`config.mk`:
```
export PLATFORM = sky130hd
export DESIGN_NAME = breakpoint_envelope_interpolator_flat
export DESIGN_NICKNAME = d
export VERILOG_FILES = /design/src/design/bei_pkg.sv /design/src/design/bei_if.sv /design/src/design/bei_point_ram.sv /design/src/design/bei_muldiv.sv /design/src/design/breakpoint_envelope_interpolator.sv /design/src/flat_wrapper.sv
export VERILOG_INCLUDE_DIRS = /design/src /design/src/design
export SDC_FILE = /design/constraint.sdc
export NUM_CORES = 1
export LEC_CHECK = 0
export BUFFER_PORTS_ARGS = -buffer_cell sky130_fd_sc_hd__buf_2
export CORE_MARGIN = 1
export CORE_UTILIZATION = 53
export DETAILED_ROUTE_END_ITERATION = 8
export PLACE_DENSITY = 0.69
export RECOVER_POWER = 100
export SLEW_MARGIN = 20
export SYNTH_ARGS = -nofsm -noshare
export SYNTH_HDL_FRONTEND = slang
export SYNTH_SLANG_ARGS = --single-unit
```
`constraint.sdc`:
```
create_clock -name clk -period 6.3 [get_ports clk]
set_input_delay 0.315 -clock clk [delete_from_list [all_inputs] [get_ports clk]]
set_output_delay 0.315 -clock clk [all_outputs]
set_load 0.02 [all_outputs]
```
`src/design/breakpoint_envelope_interpolator_macros.svh`:
```
// Assertion macros for the breakpoint envelope interpolator.
// Included by the RTL files that carry concurrent assertions; no dependencies.
`ifndef BREAKPOINT_ENVELOPE_INTERPOLATOR_MACROS_SVH
`define BREAKPOINT_ENVELOPE_INTERPOLATOR_MACROS_SVH

// Same-cycle implication, disabled while reset is high.
`define BEI_ASSERT(label, clk, rst, ante, cons, msg) \
  label: assert property (@(posedge clk) disable iff (rst) (ante) |-> (cons)) \
    else $error(msg);

// Next-cycle implication, disabled while reset is high.
`define BEI_ASSERT_NEXT(label, clk, rst, ante, cons, msg) \
  label: assert property (@(posedge clk) disable iff (rst) (ante) |=> (cons)) \
    else $error(msg);

`endif

```
`src/design/bei_pkg.sv`:
```
// Shared types and constants of the breakpoint envelope interpolator.
// No dependencies; imported by bei_if, bei_muldiv, the top level and the testbench.
package bei_pkg;

  // Field widths.
  localparam int POS_W = 16;
  localparam int LVL_W = 16;
  localparam int STATUS_W = 2;

  // Breakpoint table size and derived widths.
  localparam int MAX_POINTS = 16;
  localparam int PT_AW = (MAX_POINTS > 1) ? $clog2(MAX_POINTS) : 1;
  localparam int CNT_W = $clog2(MAX_POINTS + 1);

  // Position 1.0 in unsigned Q1.15.
  localparam logic [POS_W-1:0] POS_ONE = POS_W'(32768);

  // Opcodes.
  localparam logic OP_INSERT = 1'b0;
  localparam logic OP_EVAL = 1'b1;

  // Result status codes.
  localparam logic [STATUS_W-1:0] ST_VALUE = 2'd0;
  localparam logic [STATUS_W-1:0] ST_INSERTED = 2'd1;
  localparam logic [STATUS_W-1:0] ST_FULL = 2'd2;

  // Configuration register indexes.
  localparam int CFG_IDX_W = 1;
  localparam int CFG_DATA_W = LVL_W;
  localparam logic [CFG_IDX_W-1:0] CFG_START = 1'd0;
  localparam logic [CFG_IDX_W-1:0] CFG_END = 1'd1;

  typedef struct packed {
    logic opcode;
    logic [POS_W-1:0] position;
    logic signed [LVL_W-1:0] level;
  } bei_req_t;

  typedef struct packed {
    logic signed [LVL_W-1:0] value;
    logic [STATUS_W-1:0] status;
  } bei_rsp_t;

  // One stored breakpoint.
  typedef struct packed {
    logic [POS_W-1:0] pos;
    logic signed [LVL_W-1:0] lvl;
  } bei_point_t;

  // Command to the serial multiply-divide unit.
  typedef struct packed {
    logic start;
    logic [LVL_W-1:0] mag;
    logic [POS_W-1:0] dx;
    logic [POS_W-1:0] den;
  } bei_md_cmd_t;

  // Status of the serial multiply-divide unit.
  typedef struct packed {
    logic busy;
    logic done;
    logic [LVL_W-1:0] quo;
  } bei_md_rsp_t;

endpackage

```
`src/design/bei_if.sv`:
```
// Valid/ready stream interfaces for requests and results.
// Depends on bei_pkg for the payload types.
interface bei_req_if import bei_pkg::*; ();
  logic valid;
  logic ready;
  bei_req_t data;

  modport source (output valid, output data, input ready);
  modport sink (input valid, input data, output ready);
endinterface

interface bei_rsp_if import bei_pkg::*; ();
  logic valid;
  logic ready;
  bei_rsp_t data;

  modport source (output valid, output data, input ready);
  modport sink (input valid, input data, output ready);
endinterface

```
`src/design/bei_point_ram.sv`:
```
// Generic simple dual-port RAM with a registered read port.
// No package dependency; holds the breakpoint table.
module bei_point_ram #(
  parameter int WIDTH = 32,
  parameter int DEPTH = 16,
  localparam int AW = (DEPTH > 1) ? $clog2(DEPTH) : 1
) (
  input  logic clk,
  input  logic we,
  input  logic [AW-1:0] waddr,
  input  logic [WIDTH-1:0] wdata,
  input  logic re,
  input  logic [AW-1:0] raddr,
  output logic [WIDTH-1:0] rdata
);

  logic [WIDTH-1:0] mem [DEPTH];

  // Write port.
  always_ff @(posedge clk) begin
    if (we) begin
      mem[waddr] <= wdata;
    end
  end

  // Registered read port.
  always_ff @(posedge clk) begin
    if (re) begin
      rdata <= mem[raddr];
    end
  end

endmodule

```
`src/design/bei_muldiv.sv`:
```
// Bit-serial unsigned multiply followed by restoring divide.
// Depends on bei_pkg; computes (mag * dx) / den, one bit per cycle.
module bei_muldiv import bei_pkg::*; (
  input  logic clk,
  input  logic rst,
  input  bei_md_cmd_t cmd,
  output bei_md_rsp_t rsp
);

  localparam int PROD_W = LVL_W + POS_W;
  localparam int MAX_STEPS = (POS_W > LVL_W) ? POS_W : LVL_W;
  localparam int STEP_W = $clog2(MAX_STEPS);

  localparam logic [1:0] M_IDLE = 2'd0;
  localparam logic [1:0] M_MUL = 2'd1;
  localparam logic [1:0] M_DIV = 2'd2;

  logic [1:0] phase;
  logic [STEP_W-1:0] cnt;
  logic [PROD_W-1:0] prod;
  logic [LVL_W-1:0] mcand;
  logic [POS_W-1:0] den;
  logic done;

  logic [LVL_W:0] mul_sum;
  logic [POS_W:0] trial;
  logic [POS_W:0] trial_sub;
  logic ge;
  logic [POS_W-1:0] rem_next;

  // Multiply step: add the multiplicand into the high half when the low bit is set.
  always_comb begin
    mul_sum = {1'b0, prod[PROD_W-1:POS_W]};
    if (prod[0]) begin
      mul_sum = {1'b0, prod[PROD_W-1:POS_W]} + {1'b0, mcand};
    end
  end

  // Divide step: shift in the next dividend bit and try to subtract the divisor.
  // The high part stays below the divisor, since the quotient fits LVL_W bits.
  always_comb begin
    trial = {prod[PROD_W-1:LVL_W], prod[LVL_W-1]};
    trial_sub = trial - {1'b0, den};
    ge = (trial >= {1'b0, den});
    rem_next = ge ? trial_sub[POS_W-1:0] : trial[POS_W-1:0];
  end

  // Sequencer and datapath registers.
  always_ff @(posedge clk) begin
    if (rst) begin
      phase <= M_IDLE;
      done <= 1'b0;
    end else begin
      done <= 1'b0;
      case (phase)
        M_IDLE: begin
          if (cmd.start) begin
            prod <= {{LVL_W{1'b0}}, cmd.dx};
            mcand <= cmd.mag;
            den <= cmd.den;
            cnt <= STEP_W'(POS_W - 1);
            phase <= M_MUL;
          end
        end
        M_MUL: begin
          prod <= {mul_sum, prod[POS_W-1:1]};
          if (cnt == '0) begin
            cnt <= STEP_W'(LVL_W - 1);
            phase <= M_DIV;
          end else begin
            cnt <= cnt - 1'b1;
          end
        end
        M_DIV: begin
          prod <= {rem_next, prod[LVL_W-2:0], ge};
          if (cnt == '0) begin
            done <= 1'b1;
            phase <= M_IDLE;
          end else begin
            cnt <= cnt - 1'b1;
          end
        end
        default: begin
          phase <= M_IDLE;
        end
      endcase
    end
  end

  assign rsp.busy = (phase != M_IDLE);
  assign rsp.done = done;
  assign rsp.quo = prod[LVL_W-1:0];

endmodule

```
`src/design/breakpoint_envelope_interpolator.sv`:
```
// Top level of the breakpoint envelope interpolator: control sequencer and table.
// Depends on bei_pkg, bei_if, bei_point_ram, bei_muldiv and the assertion macros.
`include "breakpoint_envelope_interpolator_macros.svh"

// Piecewise linear envelope over a sorted table of up to MAX_POINTS breakpoints,
// framed by start_level at position 0 and end_level at position 1.0 (32768).
// One request is processed at a time; the table lives in a RAM with one
// registered read port, which is walked one entry at a time, a read then a
// compare. An evaluate request at position 0 or at or above 1.0 answers
// straight from the end levels. Any other evaluate walks the table up to the
// first stored point not below the query, then runs a bit-serial multiply
// and a bit-serial divide. An insert walks the table the same way, then moves
// each stored point above the slot up one slot, through the same RAM port.
// An insert into a full table is answered with ST_FULL and changes nothing.
// The next request is accepted while a result still waits in the output
// register. Configuration writes are taken at any time but are meant for
// idle periods.
module breakpoint_envelope_interpolator import bei_pkg::*; (
  input  logic clk,
  input  logic rst,
  input  logic cfg_we,
  input  logic [CFG_IDX_W-1:0] cfg_index,
  input  logic [CFG_DATA_W-1:0] cfg_data,
  bei_req_if.sink req,
  bei_rsp_if.source rsp
);

  localparam logic [3:0] S_IDLE = 4'd0;
  localparam logic [3:0] S_SCAN = 4'd1;
  localparam logic [3:0] S_CMP = 4'd2;
  localparam logic [3:0] S_SH_RD = 4'd3;
  localparam logic [3:0] S_SH_WR = 4'd4;
  localparam logic [3:0] S_PUT = 4'd5;
  localparam logic [3:0] S_CALC = 4'd6;
  localparam logic [3:0] S_WAIT = 4'd7;
  localparam logic [3:0] S_RESP = 4'd8;

  localparam logic [CNT_W-1:0] CNT_MAX = CNT_W'(MAX_POINTS);

  logic [3:0] state;
  logic [CNT_W-1:0] count;
  logic signed [LVL_W-1:0] start_level;
  logic signed [LVL_W-1:0] end_level;

  // Request being worked on.
  logic op;
  logic [POS_W-1:0] x;
  logic signed [LVL_W-1:0] lv;

  // Search index, shift index and the two neighbors.
  logic [CNT_W-1:0] k;
  logic [CNT_W-1:0] j;
  logic [POS_W-1:0] a_pos;
  logic signed [LVL_W-1:0] a_lvl;
  logic [POS_W-1:0] b_pos;
  logic signed [LVL_W-1:0] b_lvl;

  // Pending and delivered result.
  bei_rsp_t res;
  bei_rsp_t out_data;
  logic out_valid;

  // Table RAM signals.
  logic ram_we;
  logic [PT_AW-1:0] ram_waddr;
  bei_point_t ram_wdata;
  logic ram_re;
  logic [PT_AW-1:0] ram_raddr;
  bei_point_t ram_rdata;
  logic [CNT_W-1:0] j_m1;

  // Interpolation arithmetic.
  bei_md_cmd_t md_cmd;
  bei_md_rsp_t md_rsp;
  logic signed [LVL_W:0] diff;
  logic signed [LVL_W:0] diff_abs;
  logic neg;
  logic signed [LVL_W:0] q_ext;
  logic signed [LVL_W:0] q_s;
  logic signed [LVL_W:0] interp;
  logic [3:0] after_search;
  logic req_fire;

  assign req_fire = req.valid && req.ready;
  assign req.ready = (state == S_IDLE);
  assign rsp.valid = out_valid;
  assign rsp.data = out_data;

  assign j_m1 = j - 1'b1;

  // RAM port control: reads while walking or moving, writes while moving or placing.
  always_comb begin
    ram_re = 1'b0;
    ram_raddr = k[PT_AW-1:0];
    ram_we = 1'b0;
    ram_waddr = k[PT_AW-1:0];
    ram_wdata = '{pos: x, lvl: lv};
    case (state)
      S_SCAN: begin
        ram_re = (k != count);
      end
      S_SH_RD: begin
        ram_re = 1'b1;
        ram_raddr = j_m1[PT_AW-1:0];
      end
      S_SH_WR: begin
        ram_we = 1'b1;
        ram_waddr = j[PT_AW-1:0];
        ram_wdata = ram_rdata;
      end
      S_PUT: begin
        ram_we = 1'b1;
      end
      default: begin
      end
    endcase
  end

  bei_point_ram #(
    .WIDTH($bits(bei_point_t)),
    .DEPTH(MAX_POINTS)
  ) u_ram (
    .clk(clk),
    .we(ram_we),
    .waddr(ram_waddr),
    .wdata(ram_wdata),
    .re(ram_re),
    .raddr(ram_raddr),
    .rdata(ram_rdata)
  );

  // Where the sequencer goes once the slot is found.
  always_comb begin
    if (op == OP_INSERT) begin
      after_search = (count > k) ? S_SH_RD : S_PUT;
    end else begin
      after_search = S_CALC;
    end
  end

  // Slope terms: magnitude of the level step, sign applied after the divide.
  always_comb begin
    diff = {b_lvl[LVL_W-1], b_lvl} - {a_lvl[LVL_W-1], a_lvl};
    neg = diff[LVL_W];
    diff_abs = neg ? -diff : diff;
    q_ext = {1'b0, md_rsp.quo};
    q_s = neg ? -q_ext : q_ext;
    interp = {a_lvl[LVL_W-1], a_lvl} + q_s;
  end

  assign md_cmd.start = (state == S_CALC) && (b_pos > a_pos);
  assign md_cmd.mag = diff_abs[LVL_W-1:0];
  assign md_cmd.dx = x - a_pos;
  assign md_cmd.den = b_pos - a_pos;

  bei_muldiv u_muldiv (
    .clk(clk),
    .rst(rst),
    .cmd(md_cmd),
    .rsp(md_rsp)
  );

  // Configuration registers.
  always_ff @(posedge clk) begin
    if (rst) begin
      start_level <= '0;
      end_level <= '0;
    end else if (cfg_we) begin
      case (cfg_index)
        CFG_START: start_level <= cfg_data;
        CFG_END: end_level <= cfg_data;
        default: begin
        end
      endcase
    end
  end

  // Request sequencer.
  always_ff @(posedge clk) begin
    if (rst) begin
      state <= S_IDLE;
      count <= '0;
    end else begin
      case (state)
        S_IDLE: begin
          if (req_fire) begin
            op <= req.data.opcode;
            lv <= req.data.level;
            k <= '0;
            a_pos <= '0;
            a_lvl <= start_level;
            // Inserts above one are clamped to one.
            if (req.data.opcode == OP_INSERT && req.data.position > POS_ONE) begin
              x <= POS_ONE;
            end else begin
              x <= req.data.position;
            end
            if (req.data.opcode == OP_EVAL) begin
              if (req.data.position == '0) begin
                res <= '{value: start_level, status: ST_VALUE};
                state <= S_RESP;
              end else if (req.data.position >= POS_ONE) begin
                res <= '{value: end_level, status: ST_VALUE};
                state <= S_RESP;
              end else begin
                state <= S_SCAN;
              end
            end else if (count == CNT_MAX) begin
              res <= '{value: '0, status: ST_FULL};
              state <= S_RESP;
            end else begin
              state <= S_SCAN;
            end
          end
        end
        S_SCAN: begin
          // Past the last stored point: the right neighbor is the end point.
          if (k == count) begin
            b_pos <= POS_ONE;
            b_lvl <= end_level;
            j <= count;
            state <= after_search;
          end else begin
            state <= S_CMP;
          end
        end
        S_CMP: begin
          if (ram_rdata.pos < x) begin
            a_pos <= ram_rdata.pos;
            a_lvl <= ram_rdata.lvl;
            k <= k + 1'b1;
            state <= S_SCAN;
          end else begin
            b_pos <= ram_rdata.pos;
            b_lvl <= ram_rdata.lvl;
            j <= count;
            state <= after_search;
          end
        end
        S_SH_RD: begin
          state <= S_SH_WR;
        end
        S_SH_WR: begin
          j <= j_m1;
          state <= (j_m1 > k) ? S_SH_RD : S_PUT;
        end
        S_PUT: begin
          count <= count + 1'b1;
          res <= '{value: '0, status: ST_INSERTED};
          state <= S_RESP;
        end
        S_CALC: begin
          if (b_pos > a_pos) begin
            state <= S_WAIT;
          end else begin
            res <= '{value: a_lvl, status: ST_VALUE};
            state <= S_RESP;
          end
        end
        S_WAIT: begin
          if (md_rsp.done) begin
            res <= '{value: interp[LVL_W-1:0], status: ST_VALUE};
            state <= S_RESP;
          end
        end
        S_RESP: begin
          if (!out_valid || rsp.ready) begin
            state <= S_IDLE;
          end
        end
        default: begin
          state <= S_IDLE;
        end
      endcase
    end
  end

  // Output register: loaded from the pending result once the slot is free.
  always_ff @(posedge clk) begin
    if (rst) begin
      out_valid <= 1'b0;
    end else if (state == S_RESP && (!out_valid || rsp.ready)) begin
      out_valid <= 1'b1;
      out_data <= res;
    end else if (rsp.ready) begin
      out_valid <= 1'b0;
    end
  end

  // Checks on table bookkeeping and the arithmetic handoff.
  `BEI_ASSERT(a_count_bound, clk, rst, 1'b1, count <= CNT_MAX, "point count above table size")
  `BEI_ASSERT_NEXT(a_full_holds, clk, rst, req_fire && req.data.opcode == OP_INSERT && count == CNT_MAX, count == CNT_MAX, "insert into full table changed count")
  `BEI_ASSERT(a_md_start_idle, clk, rst, md_cmd.start, !md_rsp.busy, "divide unit started while busy")
  `BEI_ASSERT(a_wr_in_table, clk, rst, ram_we, CNT_W'(ram_waddr) <= count, "table write beyond stored points")

endmodule

```
`src/flat_wrapper.sv`:
```
// flat-port wrapper written by rule: the top's interface ports become plain ports
module breakpoint_envelope_interpolator_flat import bei_pkg::*;
  (clk, rst, cfg_we, cfg_index, cfg_data, req_valid, req_data, req_ready, rsp_valid, rsp_data, rsp_ready);
  bei_req_if req_i ();
  bei_rsp_if rsp_i ();
  input  logic clk;
  input  logic rst;
  input  logic cfg_we;
  input  logic [CFG_IDX_W-1:0] cfg_index;
  input  logic [CFG_DATA_W-1:0] cfg_data;
  input wire logic [$bits(req_i.valid)-1:0] req_valid;
  input wire logic [$bits(req_i.data)-1:0] req_data;
  output wire logic [$bits(req_i.ready)-1:0] req_ready;
  output wire logic [$bits(rsp_i.valid)-1:0] rsp_valid;
  output wire logic [$bits(rsp_i.data)-1:0] rsp_data;
  input wire logic [$bits(rsp_i.ready)-1:0] rsp_ready;
  assign req_i.valid = req_valid;
  assign req_i.data = req_data;
  assign req_ready = req_i.ready;
  assign rsp_valid = rsp_i.valid;
  assign rsp_data = rsp_i.data;
  assign rsp_i.ready = rsp_ready;
  breakpoint_envelope_interpolator u_core (.clk(clk), .rst(rst), .cfg_we(cfg_we), .cfg_index(cfg_index), .cfg_data(cfg_data), .req(req_i), .rsp(rsp_i));
endmodule
```
==> metrics.txt <==
status=finished, violations left; failing checks=capacitance limit, slew limit; clk buf depth=3; WS Path Type=flip-flop to flip-flop; H-Tree Depth=3; final net count=2928; clock sink count=800; worst hold path class=primary input to flip-flop; commonest non-fill, non-tap cell in the layout=edfxtp_1; Layout fillers=5265; Startpoint Class=flip-flop; Worst Tran Pin Value=3.20 ns; Final Hold Vio Count=0; PostCTS Resize Cnt=0; die area=70700 µm²; asr flop ratio synth=0; Mapped Nets=2780; 1st-pass router iterations=6; clk_lat worst skew=0.64 ns; share of layout cells above drive strength 1=0.124; Tot GR Track Use=0.249; fmax=182 MHz; RSZ-0062 raised after global routing=no; Max-cap violations=21; leakage power=14.7 nW; clock root buffer=clkbuf_16; drt wl/cell=23.4 µm; worst vdd ir=234 µV; Syn Inst Count=2584; Critical Path RT=6.56 ns; skew final=0.0186 ns; worst-path maximum fanout=34; Initial Util=0.537; synth top area cells=edfxtp_1, mux4_2, ha_1; final setup fails=0; top cell type's share of synthesized area=0.614; Tmin final=5.51 ns; placed insts=3537; Synthesis Warnings=0; total CTS buffers=83; vias in the first global route=22499; Chip Width=266 µm; num rows=96; Slew HR=-1.15; PD cells=320 nW/µm²; Cell Count, Final, Fillers Out=3731; Routed Antenna Nets=0; Vias=22419; clock slew at reported path FFs=0.06 ns; ANT cells=0; Post-synth EDFFs=755; max-slew violation count=547; Synth area leader=edfxtp_1; post-synthesis area per instance=14.3 µm²; top_reg_cell synth=edfxtp_1; setup slack at placement=1.14 ns; register area share after synthesis=0.638; Final Wtd Congestion=0.920; die height=266 µm; TritonCTS clock tree=done; core area=68700 µm²; drt initial violations=2227; Final WS setup=0.795 ns; initial antenna violation count=1; Synth Cell Area=36900 µm²; most frequent cells in the layout=edfxtp_1, nand2_1, a21oi_1; vias per cell=6.01; residual DRC count=0; total gr overflow=0; Routed WL=87100 µm; Ports=75; Reg area=23600 µm²; Unique masters post-synth=79; Fin Setup TNS=0 ns; #FFs+latches synth=800; Hold Slack=0.0261 ns; area of the multi-input gates=12400 µm²; largest net degree at the start of global routing=88; first-pass GRT wire length=133000 µm; Layout area overhead=12.1%; Final period util=0.874; I/O Buffers=74; Worst EP arrival=5.77 ns; Post-DP HPWL=55000 µm; Setup crit end kind=flip-flop
==> cells by family (layout without fill, tap and decap cells) <==
family          count (synthesis)  after routing  share of synthesized area
mux                           202            202                     0.0982
xor+xnor                      115            115                     0.0273
fa+ha+maj                     141            141                     0.0490
buf+inv                       226            442                     0.0261
simple gates                  632            632                     0.0797
compound gates                468            468                     0.0813
flops                         800            800                      0.638
==> layout make-up <==
cell class                 instances  share of cell area
multi-input combinational       1558               0.300
tap                              931              0.0281
clock buffer                      99              0.0529
clock inverter                    54              0.0132
inverter                         119              0.0108
timing repair buffer             170              0.0254
sequential                       800               0.570
==> worst max-delay path, cell delays in order (launching register included) <==
cell      delay (ns)
dfxtp_1         0.58
nor2b_1         0.15
nand2_1         0.09
clkbuf_1        1.31
and3_1          0.32
o21ai_0         0.31
nor2_1          1.53
clkbuf_2        0.80
==> power by group <==
part / internal (mW) / total, mW / switching, mW
logic: 0.805 / 2.04 / 1.24
clock network: 2.84 / 4.92 / 2.08
registers: 6.15 / 6.28 / 0.131
total: 9.79 / 13.2 / 3.45
==> Yosys cell counts (all sizes together), types with 24 or more instances <==
| master | count |
|---|---|
| edfxtp | 755 |
| nand2 | 289 |
| a21oi | 155 |
| ha | 135 |
| mux4 | 128 |
| inv | 119 |
| nor2 | 99 |
| o21ai | 91 |
| mux2i | 73 |
| xnor2 | 73 |
| nor2b | 64 |
| clkbuf | 61 |
| a211oi | 48 |
| nor3 | 47 |
| buf | 46 |
| dfxtp | 45 |
| xor2 | 42 |
| a21o | 39 |
| and3 | 30 |
| nand3 | 24 |
==> registers in the layout, indices dropped and copies added (netlist names), 5 cells and up <==
register / cells
u_core.j: 5
u_core.rsp.data: 18
u_core.u_muldiv.prod: 32
u_core.b_pos: 16
u_core.start_level: 16
u_core.res: 18
u_core.end_level: 16
u_core.x: 16
u_core.u_muldiv.den: 16
u_core.lv: 16
u_core.a_lvl: 16
u_core.u_ram.mem: 512
u_core.k: 5
u_core.u_ram.rdata: 32
u_core.count: 5
u_core.a_pos: 16
u_core.u_muldiv.mcand: 16
u_core.b_lvl: 16
==> stage by stage <==
step | util | instance area (µm²) | power [mW]
global route | 0.602 | 41400 | 13.7
finish | 0.602 | 41400 | 13.2
detailed placement | 0.562 | 38600 | 8.41
global placement | 0.562 | 38600 | 8.36
CTS | 0.608 | 41800 | 13.3
floorplan | - | 36900 | 7.83
==> layer usage <==
layer | up-vias | track usage | part of all wire
met4 | 2 | 0.0820 | 0.028
met2 | 832 | 0.432 | 0.50
li1 | 10174 | - | -
met3 | 161 | 0.0311 | 0.059
met5 | - | 0 | 0.00020
met1 | 11250 | 0.327 | 0.41
==> what timing repair did <==
| item | CTS | global route |
|---|---|---|
| buffers inserted | 0 | 0 |
| hold buffers | 41 | 0 |
| hold endpoints to repair | 57 | 0 |
==> final timing paths <==
kind	startpoint	to	slack, ns	cells after the start
setup / recovery	u_core.state[3]$_SDFFE_PP0P_	u_core.u_ram.mem[9][10]$_DFFE_PP_	0.79	7
hold / removal	req_data[23]	u_core.x[7]$_SDFFCE_PP0P_	0.03	2
setup reg to reg	u_core.state[3]$_SDFFE_PP0P_	u_core.u_ram.mem[9][10]$_DFFE_PP_	0.79	7
hold reg to reg	u_core.res[5]$_DFFE_PP_	u_core.rsp.data[5]$_DFFE_PP_	0.42	0
Note: power is estimated with default switching activity, not from simulation.
